**src/ptd_pkg.sv**
```systemverilog
`default_nettype none

package ptd_pkg;

    localparam int VALUE_BITS_DEF = 31;
    localparam int unsigned LIMIT_RESET = 32'd10000000;
    localparam int unsigned FIRST_DIVISOR = 32'd2;

    typedef enum logic [2:0] {
        S_IDLE,
        S_CAND,
        S_CHECK,
        S_DIV,
        S_DONE
    } ctr_state_t;

    typedef struct packed {
        logic start;
    } div_req_t;

    typedef struct packed {
        logic done;
        logic rem_zero;
    } div_rsp_t;

    typedef struct packed {
        logic busy;
        logic done;
    } ctr_stat_t;

endpackage

`default_nettype wire

```
**src/ptd_divider.sv**
```systemverilog
`default_nettype none

module ptd_divider #(
    parameter int VALUE_BITS = ptd_pkg::VALUE_BITS_DEF
) (
    input  wire logic                  clk,
    input  wire logic                  rst_n,
    input  wire ptd_pkg::div_req_t     req,
    input  wire logic [VALUE_BITS-1:0] dividend,
    input  wire logic [VALUE_BITS-1:0] divisor,
    output ptd_pkg::div_rsp_t          rsp
);
    import ptd_pkg::*;

    localparam int CW = $clog2(VALUE_BITS);

    logic                  busy_reg, busy_next;
    logic                  done_reg, done_next;
    logic [CW-1:0]         cnt_reg, cnt_next;
    logic [VALUE_BITS-1:0] q_reg, q_next;
    logic [VALUE_BITS-1:0] r_reg, r_next;
    logic [VALUE_BITS-1:0] d_reg, d_next;

    logic [VALUE_BITS:0]   trial;
    logic [VALUE_BITS:0]   diff;
    logic [VALUE_BITS-1:0] r_step;

    // One restoring step: the next dividend bit enters the partial remainder.
    always_comb
    begin
        trial  = {r_reg, q_reg[VALUE_BITS-1]};
        diff   = trial - {1'b0, d_reg};
        r_step = diff[VALUE_BITS] ? trial[VALUE_BITS-1:0] : diff[VALUE_BITS-1:0];
    end

    always_comb
    begin
        busy_next = busy_reg;
        done_next = 1'b0;
        cnt_next  = cnt_reg;
        q_next    = q_reg;
        r_next    = r_reg;
        d_next    = d_reg;
        if (req.start)
        begin
            busy_next = 1'b1;
            cnt_next  = CW'(VALUE_BITS - 1);
            q_next    = dividend;
            r_next    = '0;
            d_next    = divisor;
        end
        else if (busy_reg)
        begin
            q_next = {q_reg[VALUE_BITS-2:0], 1'b0};
            r_next = r_step;
            if (cnt_reg == '0)
            begin
                busy_next = 1'b0;
                done_next = 1'b1;
            end
            else
            begin
                cnt_next = cnt_reg - CW'(1);
            end
        end
    end

    always_ff @(posedge clk or negedge rst_n)
    begin
        if (!rst_n)
        begin
            busy_reg <= 1'b0;
            done_reg <= 1'b0;
            cnt_reg  <= '0;
        end
        else
        begin
            busy_reg <= busy_next;
            done_reg <= done_next;
            cnt_reg  <= cnt_next;
        end
    end

    always_ff @(posedge clk)
    begin
        q_reg <= q_next;
        r_reg <= r_next;
        d_reg <= d_next;
    end

    assign rsp.done     = done_reg;
    assign rsp.rem_zero = (r_reg == '0);

endmodule

`default_nettype wire

```
**src/ptd_counter.sv**
```systemverilog
`default_nettype none

module ptd_counter #(
    parameter int VALUE_BITS = ptd_pkg::VALUE_BITS_DEF
) (
    input  wire logic                  clk,
    input  wire logic                  rst_n,
    input  wire logic                  start,
    input  wire logic                  ack,
    input  wire logic [VALUE_BITS-1:0] limit,
    output ptd_pkg::ctr_stat_t         stat,
    output logic [VALUE_BITS-1:0]      result
);
    import ptd_pkg::*;

    localparam int SQ_W = VALUE_BITS + 2;

    ctr_state_t            state_reg, state_next;
    logic [VALUE_BITS-1:0] cand_reg, cand_next;
    logic [VALUE_BITS-1:0] div_reg, div_next;
    logic [SQ_W-1:0]       sq_reg, sq_next;
    logic [VALUE_BITS-1:0] cnt_reg, cnt_next;
    logic [VALUE_BITS-1:0] lim_reg, lim_next;

    div_req_t div_req;
    div_rsp_t div_rsp;

    logic sq_over;
    logic cand_small;

    assign sq_over    = sq_reg > {2'b00, cand_reg};
    assign cand_small = cand_reg < VALUE_BITS'(FIRST_DIVISOR);

    ptd_divider #(
        .VALUE_BITS(VALUE_BITS)
    ) u_divider (
        .clk     (clk),
        .rst_n   (rst_n),
        .req     (div_req),
        .dividend(cand_reg),
        .divisor (div_reg),
        .rsp     (div_rsp)
    );

    always_comb
    begin
        state_next = state_reg;
        unique case (state_reg)
            S_IDLE:
            begin
                if (start)
                    state_next = S_CAND;
            end
            S_CAND:
            begin
                if (cand_reg == lim_reg)
                    state_next = S_DONE;
                else if (!cand_small)
                    state_next = S_CHECK;
            end
            S_CHECK:
            begin
                state_next = sq_over ? S_CAND : S_DIV;
            end
            S_DIV:
            begin
                if (div_rsp.done)
                    state_next = div_rsp.rem_zero ? S_CAND : S_CHECK;
            end
            S_DONE:
            begin
                if (ack)
                    state_next = S_IDLE;
            end
            default:
            begin
                state_next = S_IDLE;
            end
        endcase
    end

    always_comb
    begin
        cand_next     = cand_reg;
        div_next      = div_reg;
        sq_next       = sq_reg;
        cnt_next      = cnt_reg;
        lim_next      = lim_reg;
        div_req.start = 1'b0;
        unique case (state_reg)
            S_IDLE:
            begin
                if (start)
                begin
                    cand_next = '0;
                    cnt_next  = '0;
                    lim_next  = limit;
                end
            end
            S_CAND:
            begin
                if (cand_reg != lim_reg)
                begin
                    if (cand_small)
                    begin
                        cand_next = cand_reg + VALUE_BITS'(1);
                    end
                    else
                    begin
                        div_next = VALUE_BITS'(FIRST_DIVISOR);
                        sq_next  = SQ_W'(FIRST_DIVISOR * FIRST_DIVISOR);
                    end
                end
            end
            S_CHECK:
            begin
                if (sq_over)
                begin
                    // No divisor up to the square root: the candidate is prime.
                    cnt_next  = cnt_reg + VALUE_BITS'(1);
                    cand_next = cand_reg + VALUE_BITS'(1);
                end
                else
                begin
                    div_req.start = 1'b1;
                end
            end
            S_DIV:
            begin
                if (div_rsp.done)
                begin
                    if (div_rsp.rem_zero)
                    begin
                        cand_next = cand_reg + VALUE_BITS'(1);
                    end
                    else
                    begin
                        // (d+1)^2 = d^2 + 2d + 1
                        sq_next  = sq_reg + {1'b0, div_reg, 1'b0} + SQ_W'(1);
                        div_next = div_reg + VALUE_BITS'(1);
                    end
                end
            end
            S_DONE:
            begin
            end
            default:
            begin
            end
        endcase
    end

    always_ff @(posedge clk or negedge rst_n)
    begin
        if (!rst_n)
        begin
            state_reg <= S_IDLE;
            cand_reg  <= '0;
            div_reg   <= '0;
            sq_reg    <= '0;
            cnt_reg   <= '0;
            lim_reg   <= '0;
        end
        else
        begin
            state_reg <= state_next;
            cand_reg  <= cand_next;
            div_reg   <= div_next;
            sq_reg    <= sq_next;
            cnt_reg   <= cnt_next;
            lim_reg   <= lim_next;
        end
    end

    assign stat.busy = (state_reg != S_IDLE);
    assign stat.done = (state_reg == S_DONE);
    assign result    = cnt_reg;

`ifndef SYNTHESIS
    a_square_tracks_divisor: assert property (@(posedge clk) disable iff (!rst_n)
        (state_reg == S_CHECK) |-> (sq_reg == SQ_W'(div_reg) * SQ_W'(div_reg)))
        else $error("square register does not match the divisor");

    a_candidate_in_range: assert property (@(posedge clk) disable iff (!rst_n)
        (state_reg != S_IDLE) |-> (cand_reg <= lim_reg))
        else $error("candidate ran past the limit");

    a_done_only_in_div: assert property (@(posedge clk) disable iff (!rst_n)
        div_rsp.done |-> (state_reg == S_DIV))
        else $error("divider finished outside a trial division");

    a_count_bounded: assert property (@(posedge clk) disable iff (!rst_n)
        (state_reg != S_IDLE) |-> (cnt_reg <= cand_reg))
        else $error("prime count exceeds candidates examined");
`endif

endmodule

`default_nettype wire

```
**src/prime_counter_trial_division_unit.sv**
```systemverilog
// Channel   Direction  Handshake            Payload
// in        input      in_valid / in_stall  go
// out       output     out_valid/out_stall  prime_count
// cfg       input      cfg_wen              cfg_wdata (limit)
//
// A request with go set runs one count; a request with go clear is dropped.
// Each trial division runs in the bit-serial remainder unit, which
// produces one quotient bit a cycle.
// Reset clears the sequencer and the output valid flag and loads the default limit.
// in_stall is high for the whole count; the result then waits in the output
// register while out_stall is high, and a new request may be taken meanwhile.
`default_nettype none

module prime_counter_trial_division_unit #(
    parameter int VALUE_BITS = ptd_pkg::VALUE_BITS_DEF
) (
    input  wire logic                  clk,
    input  wire logic                  rst_n,
    input  wire logic                  in_valid,
    output logic                       in_stall,
    input  wire logic                  go,
    output logic                       out_valid,
    input  wire logic                  out_stall,
    output logic [VALUE_BITS-1:0]      prime_count,
    input  wire logic                  cfg_wen,
    input  wire logic [VALUE_BITS-1:0] cfg_wdata
);
    import ptd_pkg::*;

    logic [VALUE_BITS-1:0] limit_reg, limit_next;
    logic                  out_valid_reg, out_valid_next;
    logic [VALUE_BITS-1:0] prime_count_reg, prime_count_next;

    ctr_stat_t             ctr_stat;
    logic [VALUE_BITS-1:0] ctr_result;
    logic                  ctr_start;
    logic                  out_load;

    assign in_stall  = ctr_stat.busy;
    assign ctr_start = in_valid && !in_stall && go;
    assign out_load  = ctr_stat.done && (!out_valid_reg || !out_stall);

    ptd_counter #(
        .VALUE_BITS(VALUE_BITS)
    ) u_counter (
        .clk   (clk),
        .rst_n (rst_n),
        .start (ctr_start),
        .ack   (out_load),
        .limit (limit_reg),
        .stat  (ctr_stat),
        .result(ctr_result)
    );

    always_comb
    begin
        limit_next       = cfg_wen ? cfg_wdata : limit_reg;
        prime_count_next = out_load ? ctr_result : prime_count_reg;
        if (out_load)
            out_valid_next = 1'b1;
        else if (!out_stall)
            out_valid_next = 1'b0;
        else
            out_valid_next = out_valid_reg;
    end

    always_ff @(posedge clk or negedge rst_n)
    begin
        if (!rst_n)
        begin
            limit_reg     <= VALUE_BITS'(LIMIT_RESET);
            out_valid_reg <= 1'b0;
        end
        else
        begin
            limit_reg     <= limit_next;
            out_valid_reg <= out_valid_next;
        end
    end

    always_ff @(posedge clk)
    begin
        prime_count_reg <= prime_count_next;
    end

    assign out_valid   = out_valid_reg;
    assign prime_count = prime_count_reg;

endmodule

`default_nettype wire

```
**config.mk**
```make
export PLATFORM = sky130hd
export DESIGN_NAME = prime_counter_trial_division_unit
export DESIGN_NICKNAME = d
export VERILOG_FILES = /design/src/ptd_pkg.sv /design/src/ptd_divider.sv /design/src/ptd_counter.sv /design/src/prime_counter_trial_division_unit.sv
export SDC_FILE = /design/constraint.sdc
export NUM_CORES = 1
export LEC_CHECK = 0
export ABC_AREA = 1
export BUFFER_PORTS_ARGS = -buffer_cell sky130_fd_sc_hd__buf_2
export CAP_MARGIN = 30
export CORE_UTILIZATION = 50
export DETAILED_ROUTE_END_ITERATION = 8
export PLACE_DENSITY_LB_ADDON = 0.15
export REMOVE_ABC_BUFFERS = 1
export SLEW_MARGIN = 20
export SYNTH_ARGS = -nofsm -noshare
export SYNTH_HDL_FRONTEND = slang
export SYNTH_SLANG_ARGS = --single-unit
```
**constraint.sdc**
```tcl
create_clock -name clk -period 3.41 [get_ports clk]
set_input_delay 0.1705 -clock clk [delete_from_list [all_inputs] [get_ports clk]]
set_output_delay 0.1705 -clock clk [all_outputs]
set_load 0.005 [all_outputs]
```
# After elaboration in Yosys (flattened, before gate mapping)
# Index checks and enable logic that the tools add are counted.
dict set report word_totals {
  reg_bits 323
  in_bits 37
  output_inout_bits 33
  word_cells 106
}
dict set report op_classes {
  addsub 7
  magnitude_cmp 2
  eq_ne 18
  muxes 43
  n_reduce_logical 21
}
# operator n
set ops {}
lappend ops {{2-to-1 mux 31 bit} 14}
lappend ops {{2-to-1 mux 33 bit} 4}
lappend ops {{one-hot mux 31 bit (2 select lines)} 2}
lappend ops {{one-hot mux 31 bit (4 select lines)} 1}
lappend ops {{adder 31 x 1 -> 31 bit (second input constant)} 3}
lappend ops {{one-hot mux 33 bit (2 select lines)} 1}
lappend ops {{adder 33 x 1 -> 33 bit (second input constant)} 1}
lappend ops {{adder 33 x 32 -> 33 bit} 1}
lappend ops {{greater-than comparator 33 x 31 -> 1 bit} 1}
lappend ops {{subtractor 32 x 31 -> 32 bit} 1}
lappend ops {{== test 31 bit} 1}
lappend ops {{logical NOT 31 bit} 1}
lappend ops {{less-than comparator 31 x 2 -> 1 bit (second input constant)} 1}
lappend ops {{inequality test 31 bit} 1}
lappend ops {{2-to-1 mux 3 bit} 5}
lappend ops {{2-to-1 mux 5 bit} 3}
lappend ops {{one-hot mux 3 bit (5 select lines)} 1}
lappend ops {{inequality test 2 x 1 -> 1 bit (second input constant)} 7}
lappend ops {{2-to-1 mux 1 bit} 10}
lappend ops {{inequality test 2 bit (second input constant)} 4}
lappend ops {{AND reduction 7 bit} 1}
lappend ops {{== test 3 x 2 -> 1 bit (second input constant)} 2}
lappend ops {{nonzero test 2 bit} 3}
lappend ops {{logical NOT 5 bit} 1}
lappend ops {{15 further kinds} 21}

# Logic depth before layout (Yosys ltp)
dict set report logic_depth {
  word_depth 6
  mapped_depth 18
  ltp_nobuf 17
}

# Cells and area by module
# A second synthesis with hierarchy kept.
dict set report hier_totals {
  cells_unflattened 3009
  area_unflattened_um2 21186.6
}
# mod n_inst cells_each area_per_inst_um2 seq_area_each_um2
set modules_own_cells {}
lappend modules_own_cells {ptd_counter 1 1844 12329.3 4003.8}
lappend modules_own_cells {ptd_divider 1 996 6708.9 2657.5}
lappend modules_own_cells {prime_counter_trial_division_unit 1 169 2148.3 1741.7}

# Least setup slack after synthesis
# Ideal clock, no wire load.
dict set report synth_path {
  path_kind {register to register}
  from {reg u_counter.cand_reg[24]}
  to {reg u_counter.u_divider.q_reg[0] (enable)}
  setup_time_ns 0.471
  t_arrival_ns 2.445
  t_required_ns 2.939
  slack_ns 0.494
  path_stages_with_launch 17
  path_buffers 3
  synth_period_minus_slack_ns 2.916
  path_cell_list {dfrtp_1 clkbuf_2 inv_1 ha_1 nand2_1 nor2_1 nand2_1 nor2_1 nand2_1 nand2_1 nor2_1 nand2_1 nand2_1 nand2_2 buf_4 buf_2 nand2_1}
}
dict set report synth_via {
  elab_chain_cells 4
}
# element line
set synth_rtl {}
lappend synth_rtl {{start: declaration} ptd_counter.sv:19} ;# logic [VALUE_BITS-1:0] cand_reg, cand_next;
lappend synth_rtl {{start signal: assignment} ptd_counter.sv:167} ;# cand_reg <= cand_next;
lappend synth_rtl {{greater-than comparator 33 x 31 -> 1 bit} ptd_counter.sv:31} ;# assign sq_over = sq_reg > {2'b00, cand_reg};
lappend synth_rtl {{2-to-1 mux 1 bit} ptd_counter.sv:117} ;# if (sq_over)
lappend synth_rtl {{2-to-1 mux 1 bit} ptd_counter.sv:90} ;# unique case (state_reg)
lappend synth_rtl {{nonzero test 2 bit (no line)} -}
lappend synth_rtl {{end signal: assignment} ptd_divider.sv:86} ;# q_reg <= q_next;
lappend synth_rtl {{end: declaration} ptd_divider.sv:20} ;# logic [VALUE_BITS-1:0] q_reg, q_next;
# No other way between the ends.
# A chain may end at the register's enable or synchronous reset.

# Worst setup path in the final report
dict set report layout_path {
  from {reg u_counter.cand_reg[16]}
  to {reg u_counter.u_divider.cnt_reg[2]}
}
dict set report layout_via {
  elab_chain_cells 5
  elab_cells_between_ends 7
  classes_between {order compare (1); eq/ne (1); mux (3); reduce/logical (2)}
}
# element line
set layout_rtl {}
lappend layout_rtl {{greater-than comparator 33 x 31 -> 1 bit (*)} ptd_counter.sv:31}
lappend layout_rtl {{2-to-1 mux 1 bit (*)} ptd_counter.sv:117}
lappend layout_rtl {{2-to-1 mux 1 bit (*)} ptd_counter.sv:90}
lappend layout_rtl {{inequality test 2 x 1 -> 1 bit (no line) / nonzero test 2 bit (equally long branches)} -}
lappend layout_rtl {{AND reduction 2 bit (no line)} -}
lappend layout_rtl {{end signal: assignment} ptd_divider.sv:80} ;# cnt_reg <= cnt_next;
lappend layout_rtl {{end: declaration} ptd_divider.sv:19} ;# logic [CW-1:0] cnt_reg, cnt_next;
# Mark *: on every way between the ends. The rest lies on a longest branch, timed or not.

==> impl_metrics.toml <==
[status]
outcome = "finished, final reports clean"

[power_and_ir_drop]
vdd_drop_max_v = 0.000468
p_per_area_nw_per_um2 = 719
switchingPower_mw = 7.08
pwr-share-comb_pct = 42.4
leakagePower_nw = 11.3
intPower_mw = 9.64
p_total_mw = 16.7
clkPwrFrac_pct = 24.4
sw_frac_of_total_pct = 42.3
power_frac_seq_pct = 33.1

[place]
io_buffers = 69
place.gp.congestion = 0.949
placed_area_um2 = 21600
dp_slack_ns = 0.484
dpl.cell_count = 3461
post-dp-hpwl_um = 42500

[cells_and_area]
antenna_cells = 0
nets = 3140
areaGrowthSynthToFinish_pct = 11.7
drive_gt1_share_pct = 6.23
largest_reg_flops = 33
final_area_um2 = 23300
final_util_pct = 56.8
stdcell_count = 3565
fillers = 3912

[worst_hold_path]
hp-class = "in2reg"

[synthesis]
synth_edf_count = 93
synth_cell_type_count = 42
syn-mean-instance-area_um2 = 7.13
yosys_warnings = 0
synthArstFlopShare_pct = 61.6
netlist_instances = 2920
ys_seq_elements = 323
synth_flop_cell = "dfrtp_1"
synth_area_um2 = 20800
synth-seq-area-share_pct = 40.4

[global_routing]
grt_use_total_pct = 27.4
grt_pass1_wl_um = 91800
grt_pass1_vias = 17678
antenna_found_initial = 0
grt.overflow.total = 0
grt_max_degree = 99

[timing]
rsz0062_at_grt = "no"
fmax_mhz = 337
hold_viol_final = 0
worstMarginPinSlew_ns = 0.926
setup_slack_ns = 0.438
finClkSkew_ns = 0.0307
fin_crit_ns = 2.97
setup_tns_ns = 0
drv_slew = 0
finalCritPeriodShare_pct = 87.1
setup_viol = 0
holdWs_ns = 0.229
slew_headroom_pct = 38.2

[clock_tree]
cts_made_buffers = 38
clk_path_buf_depth = 3
cts_hold_buf = 33
clock_latency_ns = 0.56
htreeDepth = 2
cts_sinks = 323
cts_root_buf = "clkbuf_16"
cts_tree = "built"
path_clk_slew_ns = 0.06
post_cts_buffers = 0
post_cts_resized = 0

[die]
io_pins = 70
rows = 74
fp.dieW_um = 206
dieHeight_um = 206
start_util_pct = 50.9
core-area_um2 = 40900
die_area_um2 = 42400

[routing]
wl_per_cell_um = 15.8
dr.first_iter.drc_count = 1332
drc = 0
dr.pass1.iters = 5
vias = 18823
drtAntennaViolNets = 0
wirelength_um = 56400
vias_per_cell = 5.28

[setup_path]
critical-path-max-stage-delay_ns = 0.49
worstSetupEndpointType = "register"
cp.required_ns = 3.86
cpMostUsedCell = "nand2_1"
slowest_stage = "dfrtp_1"
crit_path_cell_trace = "inv_1 -> ha_1 -> nand2_1 -> nor2_1 -> nand2_1 -> nor2_1 -> nand2_1 -> nand2_1 -> nor2_1 -> nand2_1 -> nand2_1 -> nand2_4 -> buf_4 -> nand2_1 -> o21ai_0 -> nand2_1"
path_max_fanout = 45
arrival_ns = 3.42
crit_type = "reg2reg"
cp-start-kind = "register"

[job]
drv_cap = 0
## logic make-up (layout without fill, tap and decap cells)
group / Yosys count / count (layout) / share of synthesized area, %
flops: 323 / 323 / 40.4
buf+inv: 437 / 550 / 8.37
fa+ha+maj: 100 / 100 / 6.08
compound gates: 284 / 284 / 7.11
simple gates: 1655 / 1655 / 33.0
xor+xnor: 121 / 121 / 5.09
## Yosys cell counts (all sizes together), types with 9 or more instances
master    n  area, µm²
xor2     83        727
dfrtp   191       4780
o21ai   169        846
ha       98       1230
buf      38        239
a21oi    94        474
nand3   220       1110
or2       9       56.3
nand2   995       3770
nor4     23        144
dfxtp    31        621
nor3     68        352
nand4    38        238
inv     357       1340
clkbuf   40        156
xnor2    38        333
nor2    287       1080
edfxtp   93       2790
## worst max-delay path: cells and delay by family, from the launching register on
kind / cells / cell delay, ns
AO/OA/AOI/OAI: 1 / 0.15
adder cells (fa/ha/maj): 1 / 0.34
buffers and inverters: 2 / 0.58
flip-flops: 1 / 0.49
AND/OR/NAND/NOR: 12 / 1.30
## cell usage in the layout (no fill, tap or decap), types with 3 or more instances in the layout
cell type / Yosys / layout
nand2_1: 984 / 984
inv_1: 353 / 353
nor2_1: 284 / 284
nand3_1: 218 / 217
dfrtp_1: 191 / 191
o21ai_0: 168 / 168
ha_1: 98 / 98
edfxtp_1: 93 / 93
a21oi_1: 93 / 92
xor2_1: 83 / 83
buf_2: 26 / 68
nor3_1: 67 / 66
clkbuf_16: 0 / 39
nand4_1: 38 / 38
xnor2_1: 38 / 38
dlygate4sd3_1: 0 / 33
dfxtp_1: 31 / 31
nor4_1: 23 / 23
buf_4: 7 / 15
clkbuf_1: 35 / 10
a21o_1: 8 / 8
nand2_2: 9 / 8
or2_2: 8 / 8
dfstp_2: 8 / 8
o21bai_1: 6 / 6
nand3b_1: 6 / 6
clkinv_2: 0 / 6
o21a_1: 5 / 5
inv_2: 4 / 4
and2_1: 4 / 4
clkinvlp_4: 0 / 4
clkbuf_8: 0 / 4
nand2_4: 2 / 3
nor2_2: 3 / 3
nor3b_1: 3 / 3
nand3_2: 2 / 3
bufinv_16: 0 / 3
buf_12: 0 / 3
## power groups by stage
stage | clock network, mW | registers (mW) | logic, mW
detailed placement | 0 | 5.59 | 7.02
global placement | 0 | 5.57 | 6.90
finish | 4.08 | 5.54 | 7.10
floorplan | 0 | 5.40 | 5.12
CTS | 4.19 | 5.53 | 7.09
global route | 4.33 | 5.63 | 8.10
## path summary, 6_finish.rpt
kind	start	cells after the start	slack, ns	to
min reg2reg	limit_reg[10]	2	0.48	limit_reg[10]
max reg2reg	u_counter.cand_reg[16]	16	0.44	u_counter.u_divider.cnt_reg[2]
max in group asynchronous	rst_n	3	2.30	limit_reg[20]
min	in_valid	7	0.23	u_counter.state_reg[0]
min in group asynchronous	rst_n	2	0.28	u_counter.div_reg[7]
max	u_counter.cand_reg[16]	16	0.44	u_counter.u_divider.cnt_reg[2]
## metal layers
metal,global-route usage (%),vias up,routed length [µm]
li1,-,9522,-
met3,3.85,91,3260
met4,9.32,0,1690
met2,43.9,518,25700
met1,37.8,8692,25800
met5,0,-,0
## area by class of cell
class | count | area [µm²] | area share (%)
Sequential cell | 323 | 8400 | 36.1
Inverter | 359 | 1350 | 5.79
Multi-Input combinational cell | 2160 | 10700 | 46.0
Clock inverter | 18 | 205 | 0.882
Tap cell | 532 | 666 | 2.86
Clock buffer | 52 | 1050 | 4.54
Timing Repair Buffer | 121 | 885 | 3.80
Power figures use the tool's default switching activity.
